`config.mk`:
```
export PLATFORM = sky130hd
export DESIGN_NAME = bsc_lane
export DESIGN_NICKNAME = d
export VERILOG_FILES = /design/src/rtl/core/bit_sliced_counter_bank_assert.svh /design/src/rtl/core/bsc_pkg.sv /design/src/rtl/core/bsc_lane.sv
export SDC_FILE = /design/constraint.sdc
export NUM_CORES = 1
export LEC_CHECK = 0
export ABC_AREA = 1
export BUFFER_PORTS_ARGS = -buffer_cell sky130_fd_sc_hd__buf_2
export CAP_MARGIN = 20
export CORE_MARGIN = 5
export CORE_UTILIZATION = 41
export DETAILED_ROUTE_END_ITERATION = 8
export REMOVE_ABC_BUFFERS = 1
export SYNTH_ARGS = -nofsm -noshare
export SYNTH_HDL_FRONTEND = slang
export SYNTH_SLANG_ARGS = --single-unit
export TNS_END_PERCENT = 10
```
`constraint.sdc`:
```
create_clock -name vclk -period 4.2
set_input_delay 0.63 -clock vclk [all_inputs]
set_output_delay 0.63 -clock vclk [all_outputs]
set_load 0.02 [all_outputs]
```
`src/rtl/core/bit_sliced_counter_bank_assert.svh`:
```
// assertion macros for the bit-sliced counter bank
// used by modules that include this header; needs clk and rst_n in scope
`ifndef BIT_SLICED_COUNTER_BANK_ASSERT_SVH
`define BIT_SLICED_COUNTER_BANK_ASSERT_SVH

// same-cycle implication
`define BSC_ASSERT_NOW(label, ante, cons) \
    label: assert property (@(posedge clk) disable iff (!rst_n) (ante) |-> (cons)) \
        else $error("bit_sliced_counter_bank: same-cycle check failed");

// next-cycle implication
`define BSC_ASSERT_NEXT(label, ante, cons) \
    label: assert property (@(posedge clk) disable iff (!rst_n) (ante) |=> (cons)) \
        else $error("bit_sliced_counter_bank: next-cycle check failed");

`endif

```
`src/rtl/core/bsc_pkg.sv`:
```
// shared types and constants for the bit-sliced counter bank
// no dependencies
package bsc_pkg;

    localparam int WORD_W = 64;
    localparam int IDX_W  = 8;
    localparam int CNT_W  = 4;
    localparam int SUB_W  = 8;
    localparam int SEL_W  = 3;
    localparam int LANES  = 4;
    localparam int LANE_W = WORD_W / LANES;

    typedef enum logic [1:0] {
        CMD_ADD  = 2'd0,
        CMD_SUB  = 2'd1,
        CMD_READ = 2'd2
    } cmd_t;

    typedef enum logic [1:0] {
        ST_CLEAR,
        ST_IDLE,
        ST_EXEC
    } state_t;

    typedef struct packed {
        logic             do_add;
        logic             do_sub;
        logic [CNT_W-1:0] add_count;
        logic [SUB_W-1:0] sub_value;
    } lane_ctrl_t;

endpackage

```
`src/rtl/core/bsc_lane.sv`:
```
// one lane: add ripple and subtract borrow chain over a 16-column slice group
// depends on bsc_pkg
module bsc_lane import bsc_pkg::*; #(
    parameter int SLICES = 8
) (
    input  lane_ctrl_t                          ctrl,
    input  logic [LANE_W-1:0]                   syn_bits,
    input  logic [SLICES-1:0][LANE_W-1:0]       slices_in,
    output logic [SLICES-1:0][LANE_W-1:0]       slices_out
);

    logic [SLICES-1:0] sub_ext;

    assign sub_ext = SLICES'(ctrl.sub_value);

    always_comb
    begin
        logic [LANE_W-1:0] carry;
        logic [LANE_W-1:0] borrow;
        logic [LANE_W-1:0] a;
        logic [LANE_W-1:0] b;
        carry  = syn_bits;
        borrow = '0;
        for (int j = 0; j < SLICES; j++)
        begin
            a = slices_in[j];
            b = {LANE_W{sub_ext[j]}};
            slices_out[j] = a;
            if (ctrl.do_add && (j < int'(ctrl.add_count)))
            begin
                slices_out[j] = a ^ carry;
                carry         = a & carry;
            end
            else if (ctrl.do_sub)
            begin
                slices_out[j] = a ^ b ^ borrow;
                borrow        = (~a & b & ~borrow) | ((~a | b) & borrow);
            end
        end
    end

endmodule

```
Word-level counts from Yosys, hierarchy flattened
Cells that the tools add are included.
- input port bits: 158
- word-level logic and storage cells: 127
- output and inout bits: 128
- bits in registers: 0
- reductions and logical operators: 8
- multiplexer cells: 37
- $lt $le $gt $ge: 8
- bitwise logic cells: 74
- operators with widths (kind ; count):
    16-bit 2-to-1 mux ; 37
    16-bit AND ; 26
    16-bit bitwise XOR ; 23
    16-bit NOT ; 13
    16-bit OR ; 12
    3-bit by 4-bit less-than comparator with 1-bit output (first input constant) ; 4
    1-bit logical AND ; 8
    1-bit by 4-bit less-than comparator with 1-bit output (first input constant) ; 2
    2-bit by 4-bit less-than comparator with 1-bit output (first input constant) ; 2

Logic depth before layout (Yosys ltp)
- word-level depth: 37
- gate-level depth with buffers: 28
- gate-level depth less buffers: 26

Worst setup path before layout
Ideal clock, no wire load.
- path kind: input port to output port
- from: input port ctrl[9] (netlist name)
- to: output port slices_out[121] (netlist name)
- data arrival time: 3.481 ns
- cell stages on the path: 27
- required time: 3.570 ns
- path slack: 0.089 ns
- path buffers: 2
- cell sequence: nor2_1 > nand2_1 > nand2_1 > buf_2 > clkbuf_1 > nand2_1 > nand2_1 > ha_1 > nand2_1 > nand2_1 > ha_1 > nor2_1 > a31oi_1 > ha_1 > nand2_1 > nand2_1 > ha_1 > nor2_1 > a31oi_1 > ha_1 > nand2_1 > nand2_1 > ha_1 > nand2_1 > nand2_1 > nand2_1 > nand2_1
- RTL lines (item ; line ; source):
    start: declaration ; bsc_lane.sv:6 ; input lane_ctrl_t ctrl,
    end: declaration ; bsc_lane.sv:9 ; output logic [SLICES-1:0][LANE_W-1:0] slices_out

==> metrics.yaml <==
sta:
  setup_viol: 30
  rsz0062_at_grt: "true"
  layout_setup_ws_ns: -0.133
  hold_viol_final: 0
  worst_pin_slew_ns: 0.906
  slew_headroom_pct: 39.5
  slew_violations: 0
  max_freq_mhz: 231
  period_share_pct: 103
  final.min_clock_period_ns: 4.33
setup_path:
  crit_slowest_cell: "ha_2"
  path_common_cell: "nand2_1"
  cp_data_arrival_time_ns: 3.70
  slowest_delay_ns: 0.24
  path_buf_inv: 5
  critPathKind: "primary input to primary output"
  crit_family: "simple AND/OR/NAND/NOR gates"
  required_ns: 3.57
  start_kind: "primary input"
  worst_setup_path_end_kind: "primary output"
  cp_max_fo: 9
finish:
  clock_buffers: 0
  stdcell_count: 2964
  nets: 3051
  drive_above_1_share_pct: 34.2
  layout_commonest_cell: "nand2_1"
  final_cell_mix: "645 x nand2_1, 282 x nand3_1, 249 x buf_2"
  area_delta_synth_final_pct: 44.0
  seq_area_um2: 0
  flops_and_latches: 0
  design_area_mm2: 0.0180
clock_network:
  hold_buffers: 0
power_and_ir_drop:
  total_power_mw: 2.74
  peakVddDrop_uv: 77.3
  power.leakage_nw: 9.76
  cellPowerDensity_mw_per_mm2: 152
routing:
  viasPerCell: 5.22
  wire_per_inst_um: 16.3
  dr.pass1.iters: 6
  drtIter0Drc: 839
  drt-total-wl_um: 48300
  vias: 15500
  drc: 0
  ant_nets: 0
placed_design:
  place_area_mm2: 0.0155
  hpwl_um: 36400
  dp.cells: 2924
  gp_congestion: 0.872
  numPortBuffers: 286
global_routing:
  grt_pass1_wl_um: 71300
  grt_max_degree: 55
  grt_overflow: 0
  grt_usage_pct: 25.3
  grt_pass1_vias: 13700
  antenna_found_initial: 8
synth:
  syn_inst: 2158
  seq_area_frac_synth_pct: 0
  syn_avg_cell_area_um2: 5.79
  yosys_warnings: 0
  syn-cell-area_mm2: 0.0125
  synth_cell_types: 31
run_status:
  violations: "setup timing"
  status: "complete, but fails checks"
floorplan:
  coreArea_mm2: 0.0299
  io_pins: 286
  rows: 63
  dieArea_mm2: 0.0340
  initial_core_util_pct: 41.8
  fp.dieW_um: 185
  die_y_um: 185
min_path:
  min_to: "slices_out[121]"
  whs_path_depth: 4
  hold_class: "primary input to primary output"
  min_from: "slices_in[121]"
flow_run:
  cap_violations: 0
-- cell families (layout without fill, tap and decap cells) --
| family | count (synthesis) | in the layout | synth area share (%) |
|---|---|---|---|
| compound gates | 252 | 252 | 11.5 |
| xor+xnor | 59 | 59 | 4.14 |
| fa+ha+maj | 320 | 320 | 32.1 |
| buf+inv | 302 | 715 | 9.63 |
| other cells | 0 | 3 | 0 |
| simple gates | 1225 | 1225 | 42.7 |
-- cells in the mapped netlist --
| master | count | area share (%) |
|---|---|---|
| nand3b_1 | 48 | 2.9 |
| nand3_1 | 283 | 11 |
| nor2_1 | 38 | 1.1 |
| clkbuf_1 | 57 | 1.7 |
| nand3_2 | 6 | 0.48 |
| inv_4 | 1 | 0.050 |
| clkinv_1 | 1 | 0.030 |
| nand2_1 | 800 | 24 |
| xnor2_1 | 16 | 1.1 |
| inv_2 | 10 | 0.30 |
| nor2_8 | 1 | 0.16 |
| nand4_1 | 16 | 0.80 |
| o21ai_1 | 4 | 0.16 |
| xor2_1 | 43 | 3.0 |
| o21ai_0 | 107 | 4.3 |
| o21ai_2 | 8 | 0.56 |
| buf_6 | 4 | 0.36 |
| inv_1 | 197 | 5.9 |
| o22a_1 | 5 | 0.35 |
| nand2_2 | 29 | 1.5 |
| nand2_8 | 1 | 0.16 |
| nor2_2 | 1 | 0.050 |
| nor2_4 | 1 | 0.090 |
| o211ai_1 | 32 | 1.9 |
| a21oi_1 | 64 | 2.6 |
| a31oi_1 | 32 | 1.6 |
| buf_4 | 4 | 0.24 |
| nand2_4 | 1 | 0.090 |
| buf_2 | 17 | 0.68 |
| ha_1 | 320 | 32 |
| buf_1 | 11 | 0.33 |
-- metrics by stage --
step | setup TNS, ns | utilization [%] | hold slack, ns | setup WS [ns]
floorplan | -56.13 | - | 1.45 | -1.08
global placement | -8.02 | 51.9 | 1.60 | -0.326
detailed placement | -10.92 | 51.9 | 1.61 | -0.427
CTS | -4.83 | 53.9 | 1.60 | -0.214
global route | -7.31 | 60.2 | 1.62 | -0.286
finish | -2.10 | 60.2 | 1.59 | -0.133
-- tightest hold or removal path, stage by stage --
cell     delay, ns
buf_2         0.09
nand3_1       0.06
nand2_1       0.07
buf_6         0.11
-- worst max-delay path by stage --
stage | start | to | slack [ns] | depth (start not counted)
floorplan | ctrl[9] | slices_out[112] | -1.08 | 25
global route | ctrl[10] | slices_out[123] | -0.29 | 28
detailed placement | ctrl[9] | slices_out[125] | -0.43 | 29
CTS | ctrl[9] | slices_out[114] | -0.21 | 30
global placement | ctrl[9] | slices_out[116] | -0.33 | 28
finish | ctrl[13] | slices_out[117] | -0.13 | 27
-- power breakdown --
group,internal (mW),switching (mW),total [mW]
Sequential,0,0,0
Combinational,1.12,1.62,2.74
Clock,0.0000000956,0,0.0000000957
-- layout make-up --
type / count / area, um^2
multi-input combinational: 1856 / 13100
antenna: 3 / 7.51
fill: 2942 / 11900
timing repair buffer: 506 / 3590
inverter: 209 / 806
tap: 390 / 488
-- metal layers --
layer | up-vias | routed length (um) | global-route usage [%]
met1 | 6980 | 21500 | 35.0
met4 | 10 | 1130 | 3.82
met2 | 425 | 23100 | 43.8
met5 | - | 60 | 0
met3 | 80 | 2430 | 2.01
li1 | 7973 | - | -
-- repair_timing --
item / in CTS / in global routing
gates resized for setup: 106 / 419
setup buffers: 17 / 17
endpoints found under the setup margin: 46 / 48
pin swaps: 32 / 183
cloned: 2 / 4
(Power assumes the default switching activity.)
