File: src/rtl/core/bit_sliced_counter_bank_assert.svh
// assertion macros for the bit-sliced counter bank
// used by modules that include this header; needs clk and rst_n in scope
`ifndef BIT_SLICED_COUNTER_BANK_ASSERT_SVH
`define BIT_SLICED_COUNTER_BANK_ASSERT_SVH

// same-cycle implication
`define BSC_ASSERT_NOW(label, ante, cons) \
    label: assert property (@(posedge clk) disable iff (!rst_n) (ante) |-> (cons)) \
        else $error("bit_sliced_counter_bank: same-cycle check failed");

// next-cycle implication
`define BSC_ASSERT_NEXT(label, ante, cons) \
    label: assert property (@(posedge clk) disable iff (!rst_n) (ante) |=> (cons)) \
        else $error("bit_sliced_counter_bank: next-cycle check failed");

`endif

File: src/rtl/core/bsc_pkg.sv
// shared types and constants for the bit-sliced counter bank
// no dependencies
package bsc_pkg;

    localparam int WORD_W = 64;
    localparam int IDX_W  = 8;
    localparam int CNT_W  = 4;
    localparam int SUB_W  = 8;
    localparam int SEL_W  = 3;
    localparam int LANES  = 4;
    localparam int LANE_W = WORD_W / LANES;

    typedef enum logic [1:0] {
        CMD_ADD  = 2'd0,
        CMD_SUB  = 2'd1,
        CMD_READ = 2'd2
    } cmd_t;

    typedef enum logic [1:0] {
        ST_CLEAR,
        ST_IDLE,
        ST_EXEC
    } state_t;

    typedef struct packed {
        logic             do_add;
        logic             do_sub;
        logic [CNT_W-1:0] add_count;
        logic [SUB_W-1:0] sub_value;
    } lane_ctrl_t;

endpackage

File: src/rtl/core/bsc_merge.sv
// merges lane results into one row and selects the slice word for a read
// depends on bsc_pkg
module bsc_merge import bsc_pkg::*; #(
    parameter int SLICES = 8
) (
    input  logic [LANES-1:0][SLICES-1:0][LANE_W-1:0] lane_row,
    input  logic [SLICES-1:0][WORD_W-1:0]            rd_row,
    input  logic                                     rd_ok,
    input  logic [SEL_W-1:0]                         sel,
    output logic [SLICES-1:0][WORD_W-1:0]            wr_row,
    output logic [WORD_W-1:0]                        read_word
);

    always_comb
    begin
        for (int j = 0; j < SLICES; j++)
        begin
            for (int l = 0; l < LANES; l++)
            begin
                wr_row[j][l*LANE_W +: LANE_W] = lane_row[l][j];
            end
        end
    end

    // select out of range returns zero
    always_comb
    begin
        read_word = '0;
        for (int j = 0; j < SLICES; j++)
        begin
            if (rd_ok && (int'(sel) == j))
            begin
                read_word = rd_row[j];
            end
        end
    end

endmodule

File: config.mk
export PLATFORM = sky130hd
export DESIGN_NAME = bsc_merge
export DESIGN_NICKNAME = d
export VERILOG_FILES = /design/src/rtl/core/bit_sliced_counter_bank_assert.svh /design/src/rtl/core/bsc_pkg.sv /design/src/rtl/core/bsc_merge.sv
export SDC_FILE = /design/constraint.sdc
export NUM_CORES = 1
export LEC_CHECK = 0
export BUFFER_PORTS_ARGS = -buffer_cell sky130_fd_sc_hd__buf_2
export CAP_MARGIN = 20
export CORE_AREA = 4 4 617 619
export DETAILED_ROUTE_END_ITERATION = 7
export DIE_AREA = 0 0 621 623
export PLACE_DENSITY = 0.3
export RECOVER_POWER = 100
export SYNTH_ARGS = -nofsm -noshare
export SYNTH_HDL_FRONTEND = slang
export SYNTH_SLANG_ARGS = --single-unit
File: constraint.sdc
create_clock -name vclk -period 3.48
set_clock_uncertainty 0.05 [all_clocks]
set_input_delay 1.044 -clock vclk [all_inputs]
set_output_delay 1.044 -clock vclk [all_outputs]
set_load 0.02 [all_outputs]
# Word-level counts from Yosys, hierarchy flattened
# Index checks and enable logic that the tools add are counted.
dict set report classes {
  eq_ne 7
  n_mux 8
  n_reduce_logical 9
}
# op n
set ops {}
lappend ops {{$mux W64} 8}
lappend ops {{$eq A3 B3 Y1 const B} 4}
lappend ops {{$logic_and A1 B1 Y1} 8}
lappend ops {{$eq A3 B2 Y1 const B} 2}
lappend ops {{$eq A3 B1 Y1 const B} 1}
lappend ops {{$logic_not A3 Y1} 1}
dict set report totals {
  regBits 0
  input_bits 1028
  output_inout_bits 576
  elab_cells 24
}

# Logic depth before layout (Yosys ltp)
# Gate-level depths: netlist (run 1).
dict set report depth {
  ltp_word 10
  ltp_mapped 8
  ltp_nobuf 4
}

# Worst setup path before layout (run 1)
# No wires, ideal clock.
dict set report synth_path {
  kind {input to output}
  from {in sel[0]}
  to {out read_word[45]}
  arrival_time_ps 2442
  required_time_ps 2386
  slack_ps -56
  cell_stages 7
  path_buffers 3
  cell_sequence {buf_4 buf_12 buf_12 mux2i_1 and2_1 o32a_1 o221ai_1}
}
dict set report synth_via {
  elab_chain_cells 10
  word_cells_on_any_way 24
  classes_between {7 x eq/ne; 8 x mux; 9 x reduce/logical}
}
# element line_no
set synth_lines {}
lappend synth_lines {{from (decl)} bsc_merge.sv:9} ;# input logic [SEL_W-1:0] sel,
lappend synth_lines {{$logic_not A3 Y1} bsc_merge.sv:31} ;# if (rd_ok && (int'(sel) == j))
lappend synth_lines {{$logic_and A1 B1 Y1} bsc_merge.sv:31}
lappend synth_lines {{$mux W64 (7 in series)} bsc_merge.sv:31}
lappend synth_lines {{$mux W64 (*)} bsc_merge.sv:31}
lappend synth_lines {{to (decl)} bsc_merge.sv:11} ;# output logic [WORD_W-1:0] read_word
# Every way passes the cells marked *; elsewhere a longest branch is shown, timed or not.

# Worst setup path after layout (run 1)
dict set report layout_path {
  from {in sel[0]}
  to {out read_word[44]}
}
# Same word-level chain as after synthesis.

==> results of run 1 <==
[per-layer routing]
layer / part of all wire / track usage / vias to the layer above
met5: 0.0061 / 0.0179 / -
met4: 0.033 / 0.0281 / 164
met3: 0.29 / 0.200 / 554
met2: 0.46 / 0.240 / 2024
met1: 0.21 / 0.0873 / 5269
li1: - / - / 4308
[kinds of logic after synthesis]
logic type / Yosys count / synth area share
buffers and inverters: 606 / 0.496
AND/OR/NAND/NOR: 148 / 0.0959
AO/OA/AOI/OAI: 339 / 0.263
multiplexers: 112 / 0.146
[cell usage in the layout, fill, tap and decap left out, types with 11 or more instances in the layout]
cell type	instances
buf_4	106
buf_16	11
o22ai_2	13
buf_2	512
o21ai_1	13
o221ai_2	32
a21oi_1	98
a22oi_2	30
buf_6	57
a21oi_2	27
diode_2	93
nand2_1	43
mux2_2	27
nand3b_1	25
mux2i_1	53
a221oi_2	14
and2_1	20
nand2b_1	17
mux2i_4	12
buf_12	83
a22oi_1	23
o32a_1	26
[power by group through the flow]
| stage | Sequential [W] | Clock [W] | Combinational (W) |
|---|---|---|---|
| after floorplan | 0 | 0 | 0.00147 |
| after global placement | 0 | 0 | 0.00187 |
| after detailed placement | 0 | 0 | 0.00188 |
| after CTS | 0 | 0 | 0.00226 |
| after global routing | 0 | 0.00000000167 | 0.00234 |
| final | 0 | 0.00000000370 | 0.00221 |
[through the flow]
| stage | total power, W | std cells | utilization | cell area (µm²) |
|---|---|---|---|---|
| after CTS | 0.00226 | 6372 | 0.0481 | 18100 |
| after global routing | 0.00234 | 6419 | 0.0491 | 18400 |
| final | 0.00221 | 6470 | 0.0494 | 18500 |
| after global placement | 0.00187 | 6301 | 0.0420 | 15800 |
| after detailed placement | 0.00188 | 6305 | 0.0421 | 15800 |
| after floorplan | 0.00147 | 1205 | - | 8890 |
[cell usage after synthesis, types with 3 or more instances]
cell       instances  share of area
and3_1             7         0.0050
mux2_2            32          0.041
a22oi_1           53          0.045
clkbuf_1          38          0.016
and2_0             3         0.0021
o21ai_0           29          0.017
buf_6              3         0.0039
nand2b_1          24          0.017
mux2i_1           71          0.081
a21o_1             3         0.0026
a21oi_1          129          0.074
o221ai_1          36          0.036
o32a_1            30          0.034
nor2b_1            6         0.0043
o211ai_1           8         0.0069
o32ai_1            3         0.0030
nand3b_1          25          0.021
o22ai_1           15          0.011
buf_4            518           0.44
a2bb2oi_1         14          0.014
and2_1            27          0.019
buf_1              6         0.0026
nand2_1           48          0.021
mux4_2             9          0.023
a221oi_1          15          0.015
buf_2             37          0.021
a22o_1             3         0.0030
nor2_1             5         0.0021
buf_12             3         0.0069
[layout make-up]
type / count / area, µm²
tap: 4994 / 6250
antenna: 93 / 233
multi-input combinational: 599 / 5800
inverter: 1 / 16.3
timing repair buffer: 783 / 6230
fill: 44562 / 356000
[worst paths after layout]
kind,to,cells after the start,from
max,read_word[44],10,sel[0]
min,wr_row[107],0,lane_row[283]
[repair_timing]
item	4_1_cts	5_1_grt
buffers inserted	64	10
pin swaps	81	49
setup endpoints to repair	64	64
gates cloned	8	0
resized for setup	339	57
==> metrics.md, run 1 <==
| Metric | Value |
|---|---|
| Global Route Usage Sum | `0.144` |
| Largest net degree at the start of global routing | `35` |
| Die area | `387000 µm²` |
| Clock Buffer Count | `0` |
| Worst setup SP type | `primary input` |
| DR iter-0 viols | `1110` |
| Post-route DRC violation count | `0` |
| Clk pwr share | `0` |
| Comb power frac | `1.000` |
| Fin Setup TNS | `-17.92 ns` |
| Wire per inst | `45.2 µm` |
| CP cell instances | `buf_16 > buf_12 > buf_8 > clkinv_8 > buf_4 > buf_12 > a21oi_1 > o32a_1 > o221ai_2 > buf_12` |
| Power per Cell Area | `119 nW/µm²` |
| Routability cong. | `0.763` |
| Avg Cell Area, Syn | `7.26 µm²` |
| Synthesized netlist cell count | `1205` |
| WP data arrival | `2.78 ns` |
| Worst-margin pin slew | `0.607 ns` |
| First-pass GRT wire length | `321 mm` |
| Vias in the first global route | `11.3k` |
| DPL Wire Length | `277 mm` |
| Die Width | `621 µm` |
| Status | `complete, but fails checks` |
| YS warnings | `0` |
| Area Growth Syn to Fin | `112%` |
| Failing checks | `negative setup slack` |
| Gr ovfl total | `0` |
| Die Ht | `623 µm` |
| Syn nets | `2233` |
| Layout cells sized above 1 | `0.744` |
| Fmax | `258 MHz` |
| P_int | `0.00104 W` |
| Worst hold slack | `2.04 ns` |
| Post-route worst setup slack | `-0.391 ns` |
| Sw Share | `0.530` |
| Sequential fraction of the synthesis area | `0` |
| Antenna violations before repair | `275` |
| Critical Path Fanout Max | `6` |
| Pins Over Slew Limit | `0` |
| Leak pwr | `5.68 nW` |
| Slew Limit Headroom | `0.596` |
| Reg power frac | `0` |
| Max Cap Viol | `0` |
| HP Class | `primary input to primary output` |
| Register area | `0 µm²` |
| Pre-CTS WS | `-1.29 ns` |
| RSZ-0062 raised after global routing | `true` |
| Setup CP Type | `primary input to primary output` |
| Most used cell, CP | `buf_12` |
| Cts-stage hold buffer count | `0` |
| Fin crit share | `1.11` |
| Min Tclk post-route | `3.87 ns` |
| FFs & Latches | `0` |
| WL final | `292 mm` |
| Critical Path End Type | `primary output` |
| Setup violators final | `64` |
| CP top delay family | `buffers and inverters` |
| Nets | `2413` |
| Ports | `1604` |
| Core area | `375000 µm²` |
| TritonRoute pass-1 iters | `5` |
| Req. time, crit path | `2.39 ns` |
| Sw Pwr | `0.00117 W` |
| Via count | `12.3k` |
| Final number of hold-violating endpoints | `0` |
| ANT nets after route | `0` |
| Crit path buf inv count | `7` |
| Slowest cell delay on critical path | `0.42 ns` |
| VDD IR max | `0.0000418 V` |
| FP Rows | `225` |
| Port bufs | `580` |
| Post-Syn Area | `8740 µm²` |
| Worst path slowest cell | `o32a_1` |
| Via/cell ratio | `1.90` |
| Initial Util | `0.0233` |
| Netlist cell types | `34` |
No activity file was read; power rests on OpenSTA's default activity.
==> inputs of run 2 (changes only) <==
Settings changed: REMOVE_ABC_BUFFERS set to 1.
==> metrics.md, run 2 (synthesis gave the netlist of run 1 again) <==
| Metric | Value |
|---|---|
| RSZ-0062 raised after global routing | `true` |
| Post-route worst setup slack | `-0.336 ns` |
| Met1 Track Usage GR | `0.115` |
| Slew Limit Headroom | `0.614` |
| Final Non-Filler Cells | `6559` |
| Nets | `2464` |
| Failing checks | `negative setup slack` |
| Die area | `387000 µm²` |
| Power per Cell Area | `121 nW/µm²` |
| Post-route DRC violation count | `0` |
| P_int | `0.00107 W` |
| FFs & Latches | `0` |
| Via/cell ratio | `2.18` |
| WL final | `468 mm` |
| Worst setup path startpoint | `sel[0]` |
| Global Route Usage Sum | `0.232` |
| Antenna violations before repair | `266` |
| Worst setup SP type | `primary input` |
| ANT nets after route | `0` |
| Routability cong. | `1.04` |
| Setup violators final | `64` |
| Placed insts | `6359` |
| Die Ht | `623 µm` |
| Area Growth Syn to Fin | `116%` |
| HP Class | `primary input to primary output` |
| Reg power frac | `0` |
| TritonRoute pass-1 iters | `4` |
| Wire per inst | `71.3 µm` |
| DR iter-0 viols | `1432` |
| Port bufs | `580` |
| Initial Util | `0.0233` |
| Pins Over Slew Limit | `0` |
| Comb power frac | `1.000` |
| Total power | `0.00228 W` |
| Final number of hold-violating endpoints | `0` |
| GRT Max-Usage Layer | `met3` |
| Area of the multi-input gates | `5750 µm²` |
| Cts-stage hold buffer count | `0` |
| Utilization after layout | `0.0505` |
| FP Rows | `225` |
| Register area | `0 µm²` |
| Fmax | `262 MHz` |
| VDD IR max | `0.0000477 V` |
| Most frequent cells in the layout | `519 x buf_2, 155 x buf_4, 99 x a21oi_1` |
| Max Cap Viol | `0` |
| Clock Buffer Count | `0` |
| Critical Path Fanout Max | `9` |
| Most common cell after layout, fill and taps aside | `buf_2` |
| Clk pwr share | `0` |
| DPL Wire Length | `446 mm` |
| Via count | `14.3k` |
| Gr ovfl total | `0` |
| Worst-margin pin slew | `0.580 ns` |
| Fillers | `44.7k` |
| Req. time, crit path | `2.39 ns` |
| Placed Area | `15800 µm²` |
| Sw Pwr | `0.00122 W` |
| HP Start | `lane_row[58]` |
| Largest net degree at the start of global routing | `32` |
| Setup CP Type | `primary input to primary output` |
| Leak pwr | `5.90 nW` |
| WP data arrival | `2.72 ns` |
| Layout cells sized above 1 | `0.721` |
| Pre-CTS WS | `-0.961 ns` |
| Post-route cell area | `18900 µm²` |
| Fin crit share | `1.10` |
| Status | `complete, but fails checks` |
| Ports | `1604` |
| Min Tclk post-route | `3.82 ns` |
| Vias in the first global route | `11.9k` |
| Sw Share | `0.533` |
| Critical Path End Type | `primary output` |
| First-pass GRT wire length | `497 mm` |
| Met2 Use GR | `0.374` |
| Met3 Track Usage GR | `0.379` |
| Core area | `375000 µm²` |
| Die Width | `621 µm` |
run 2: per-stage QoR:
| stage | setup TNS, ns | hold WS [ns] |
|---|---|---|
| 3_5_place_dp | -35.93 | 2.04 |
| 5_1_grt | -16.94 | 2.04 |
| 4_1_cts | -15.76 | 2.04 |
| 2_1_floorplan | -74.94 | 2.04 |
| 6_report | -14.21 | 2.04 |
| 3_3_place_gp | -35.82 | 2.04 |
run 2: final cells by class:
class | count | area share
Inverter | 1 | 0.000463
Antenna cell | 131 | 0.0173
Multi-Input combinational cell | 600 | 0.304
Tap cell | 4994 | 0.330
Timing Repair Buffer | 833 | 0.348
run 2: metal layers:
layer	up-vias	routed length (µm)
li1	4431	-
met5	-	5010
met3	442	162000
met4	84	11400
met1	6119	80700
met2	3225	208000
run 2: timing repair:
| action | CTS | global route |
|---|---|---|
| gates cloned | 14 | 2 |
| setup endpoints to repair | 64 | 64 |
| pin swaps | 68 | 43 |
| resized for setup | 284 | 89 |
| setup buffers | 52 | 14 |
| endpoints found under the hold margin | 0 | 0 |
run 2: power by group through the flow:
stage | Sequential, W | Clock [W] | Combinational (W)
2_1_floorplan | 0 | 0 | 0.000496
3_3_place_gp | 0 | 0 | 0.00189
3_5_place_dp | 0 | 0 | 0.00187
4_1_cts | 0 | 0 | 0.00224
5_1_grt | 0 | 0.00000000315 | 0.00239
6_report | 0 | 0.00000000522 | 0.00228
run 2: worst max-delay path: stages:
cell,delay (ns)
buf_16,0.19
mux2i_4,0.22
buf_6,0.14
and2_4,0.17
o32a_1,0.37
o221ai_4,0.28
buf_6,0.15
buf_12,0.12
run 2: worst paths after layout:
path | depth (start not counted) | end | slack [ns]
worst max-delay path | 8 | read_word[63] | -0.34
worst min-delay path | 0 | wr_row[202] | 2.04
==> inputs of run 3 (changes only) <==
Settings changed: CORE_AREA 4 4 617 619 to 5 5 618 620, DIE_AREA 0 0 621 623 to 0 0 623 625.
==> metrics.md, run 3 (synthesis gave the netlist of run 1 again) <==
| Metric | Value |
|---|---|
| RSZ-0062 raised after global routing | `true` |
| Initial Util | `0.0233` |
| Worst hold slack | `2.04 ns` |
| Port bufs | `580` |
| Met1 Track Usage GR | `0.106` |
| Antenna violations before repair | `269` |
| Critical Path Fanout Max | `7` |
| Worst-margin pin slew | `0.444 ns` |
| Post-route DRC violation count | `0` |
| Gr ovfl total | `0` |
| First-pass GRT wire length | `488 mm` |
| FFs & Latches | `0` |
| Routability cong. | `1.04` |
| Most common cell after layout, fill and taps aside | `buf_2` |
| Most frequent cells in the layout | `517 x buf_2, 129 x buf_4, 104 x a21oi_1` |
| Die Width | `623 µm` |
| Leak pwr | `5.99 nW` |
| Area Growth Syn to Fin | `118%` |
| Area of the multi-input gates | `5750 µm²` |
| Pins Over Slew Limit | `0` |
| Layout cells sized above 1 | `0.722` |
| Register area | `0 µm²` |
| Post-route worst setup slack | `-0.369 ns` |
| Met2 Use GR | `0.364` |
| VDD IR max | `0.0000479 V` |
| Slew Limit Headroom | `0.696` |
| Largest net degree at the start of global routing | `24` |
| CP cell instances | `clkbuf_16 > buf_12 > buf_16 > buf_8 > nor3_4 > buf_6 > buf_16 > a221oi_2 > o22ai_1 > buf_4 > buf_12` |
| Clock Buffer Count | `0` |
| Nets | `2459` |
| WL final | `463 mm` |
| DR iter-0 viols | `1489` |
| Power per Cell Area | `120 nW/µm²` |
| Die area | `389000 µm²` |
| TritonRoute pass-1 iters | `5` |
| Total power | `0.00229 W` |
| Ports | `1604` |
| Via/cell ratio | `2.27` |
| Status | `complete, but fails checks` |
| HP Class | `primary input to primary output` |
| Worst setup SP type | `primary input` |
| Global Route Usage Sum | `0.226` |
| Failing checks | `negative setup slack` |
| Fin crit share | `1.11` |
| Setup CP Type | `primary input to primary output` |
| Via count | `14.7k` |
| Min Tclk post-route | `3.85 ns` |
| Pre-CTS WS | `-0.864 ns` |
| Req. time, crit path | `2.39 ns` |
| Slowest cell delay on critical path | `0.25 ns` |
| Fillers | `44.6k` |
| Cts-stage hold buffer count | `0` |
| Die Ht | `625 µm` |
| Critical Path End Type | `primary output` |
| ANT nets after route | `0` |
| DPL Wire Length | `438 mm` |
| WP data arrival | `2.76 ns` |
| Met3 Track Usage GR | `0.381` |
| Core area | `375000 µm²` |
| Setup violators final | `64` |
| Wire per inst | `71.2 µm` |
| Vias in the first global route | `11.9k` |
| Fmax | `260 MHz` |
| Worst path slowest cell | `nor3_4` |
| GRT Max-Usage Layer | `met3` |
| FP Rows | `225` |
| Fin Setup TNS | `-17.10 ns` |
| Max Cap Viol | `0` |
| Final number of hold-violating endpoints | `0` |
==> run 3: timing repair <==
action | 4_1_cts | 5_1_grt
gates cloned | 13 | 8
setup buffers | 39 | 29
endpoints found under the hold margin | 0 | 0
pin swaps | 57 | 42
resized for setup | 286 | 99
setup endpoints to repair | 64 | 64
==> run 3: per-stage QoR <==
stage | cell area, µm² | instances | util
3_5_place_dp | 15900 | 6347 | 0.0424
5_1_grt | 18900 | 6468 | 0.0505
2_1_floorplan | 4410 | 600 | -
6_report | 19000 | 6499 | 0.0507
3_3_place_gp | 15900 | 6347 | 0.0424
4_1_cts | 18000 | 6394 | 0.0480
==> run 3: final timing paths <==
check / start / endpoint / slack, ns / depth (start not counted)
setup / recovery: sel[1] / read_word[55] / -0.37 / 11
hold / removal: lane_row[61] / wr_row[205] / 2.04 / 0
==> run 3: layout make-up <==
type                            instances  area share
Timing Repair Buffer                  829       0.359
Tap cell                             4994       0.329
Multi-Input combinational cell        599       0.303
Antenna cell                           76      0.0100
Inverter                                1    0.000329
==> run 3: per-layer routing <==
metal | routed length, µm | vias to the layer above
li1 | - | 4363
met1 | 76400 | 6111
met2 | 206000 | 3651
met3 | 164000 | 508
met4 | 9360 | 114
met5 | 7300 | -
==> run 3: worst max-delay path: cells and delay by family <==
family          cells  cell delay (ns)
compound gates      2             0.25
buf+inv             8             1.17
simple gates        1             0.25
==> run 3: where the power goes <==
| group | internal [W] | total (W) | switching [W] | leakage [nW] |
|---|---|---|---|---|
| registers | 0 | 0 | 0 | 0 |
| clock network | 0.00000000303 | 0.00000000303 | 0 | 0.000485 |
| logic | 0.00109 | 0.00229 | 0.00120 | 5.99 |
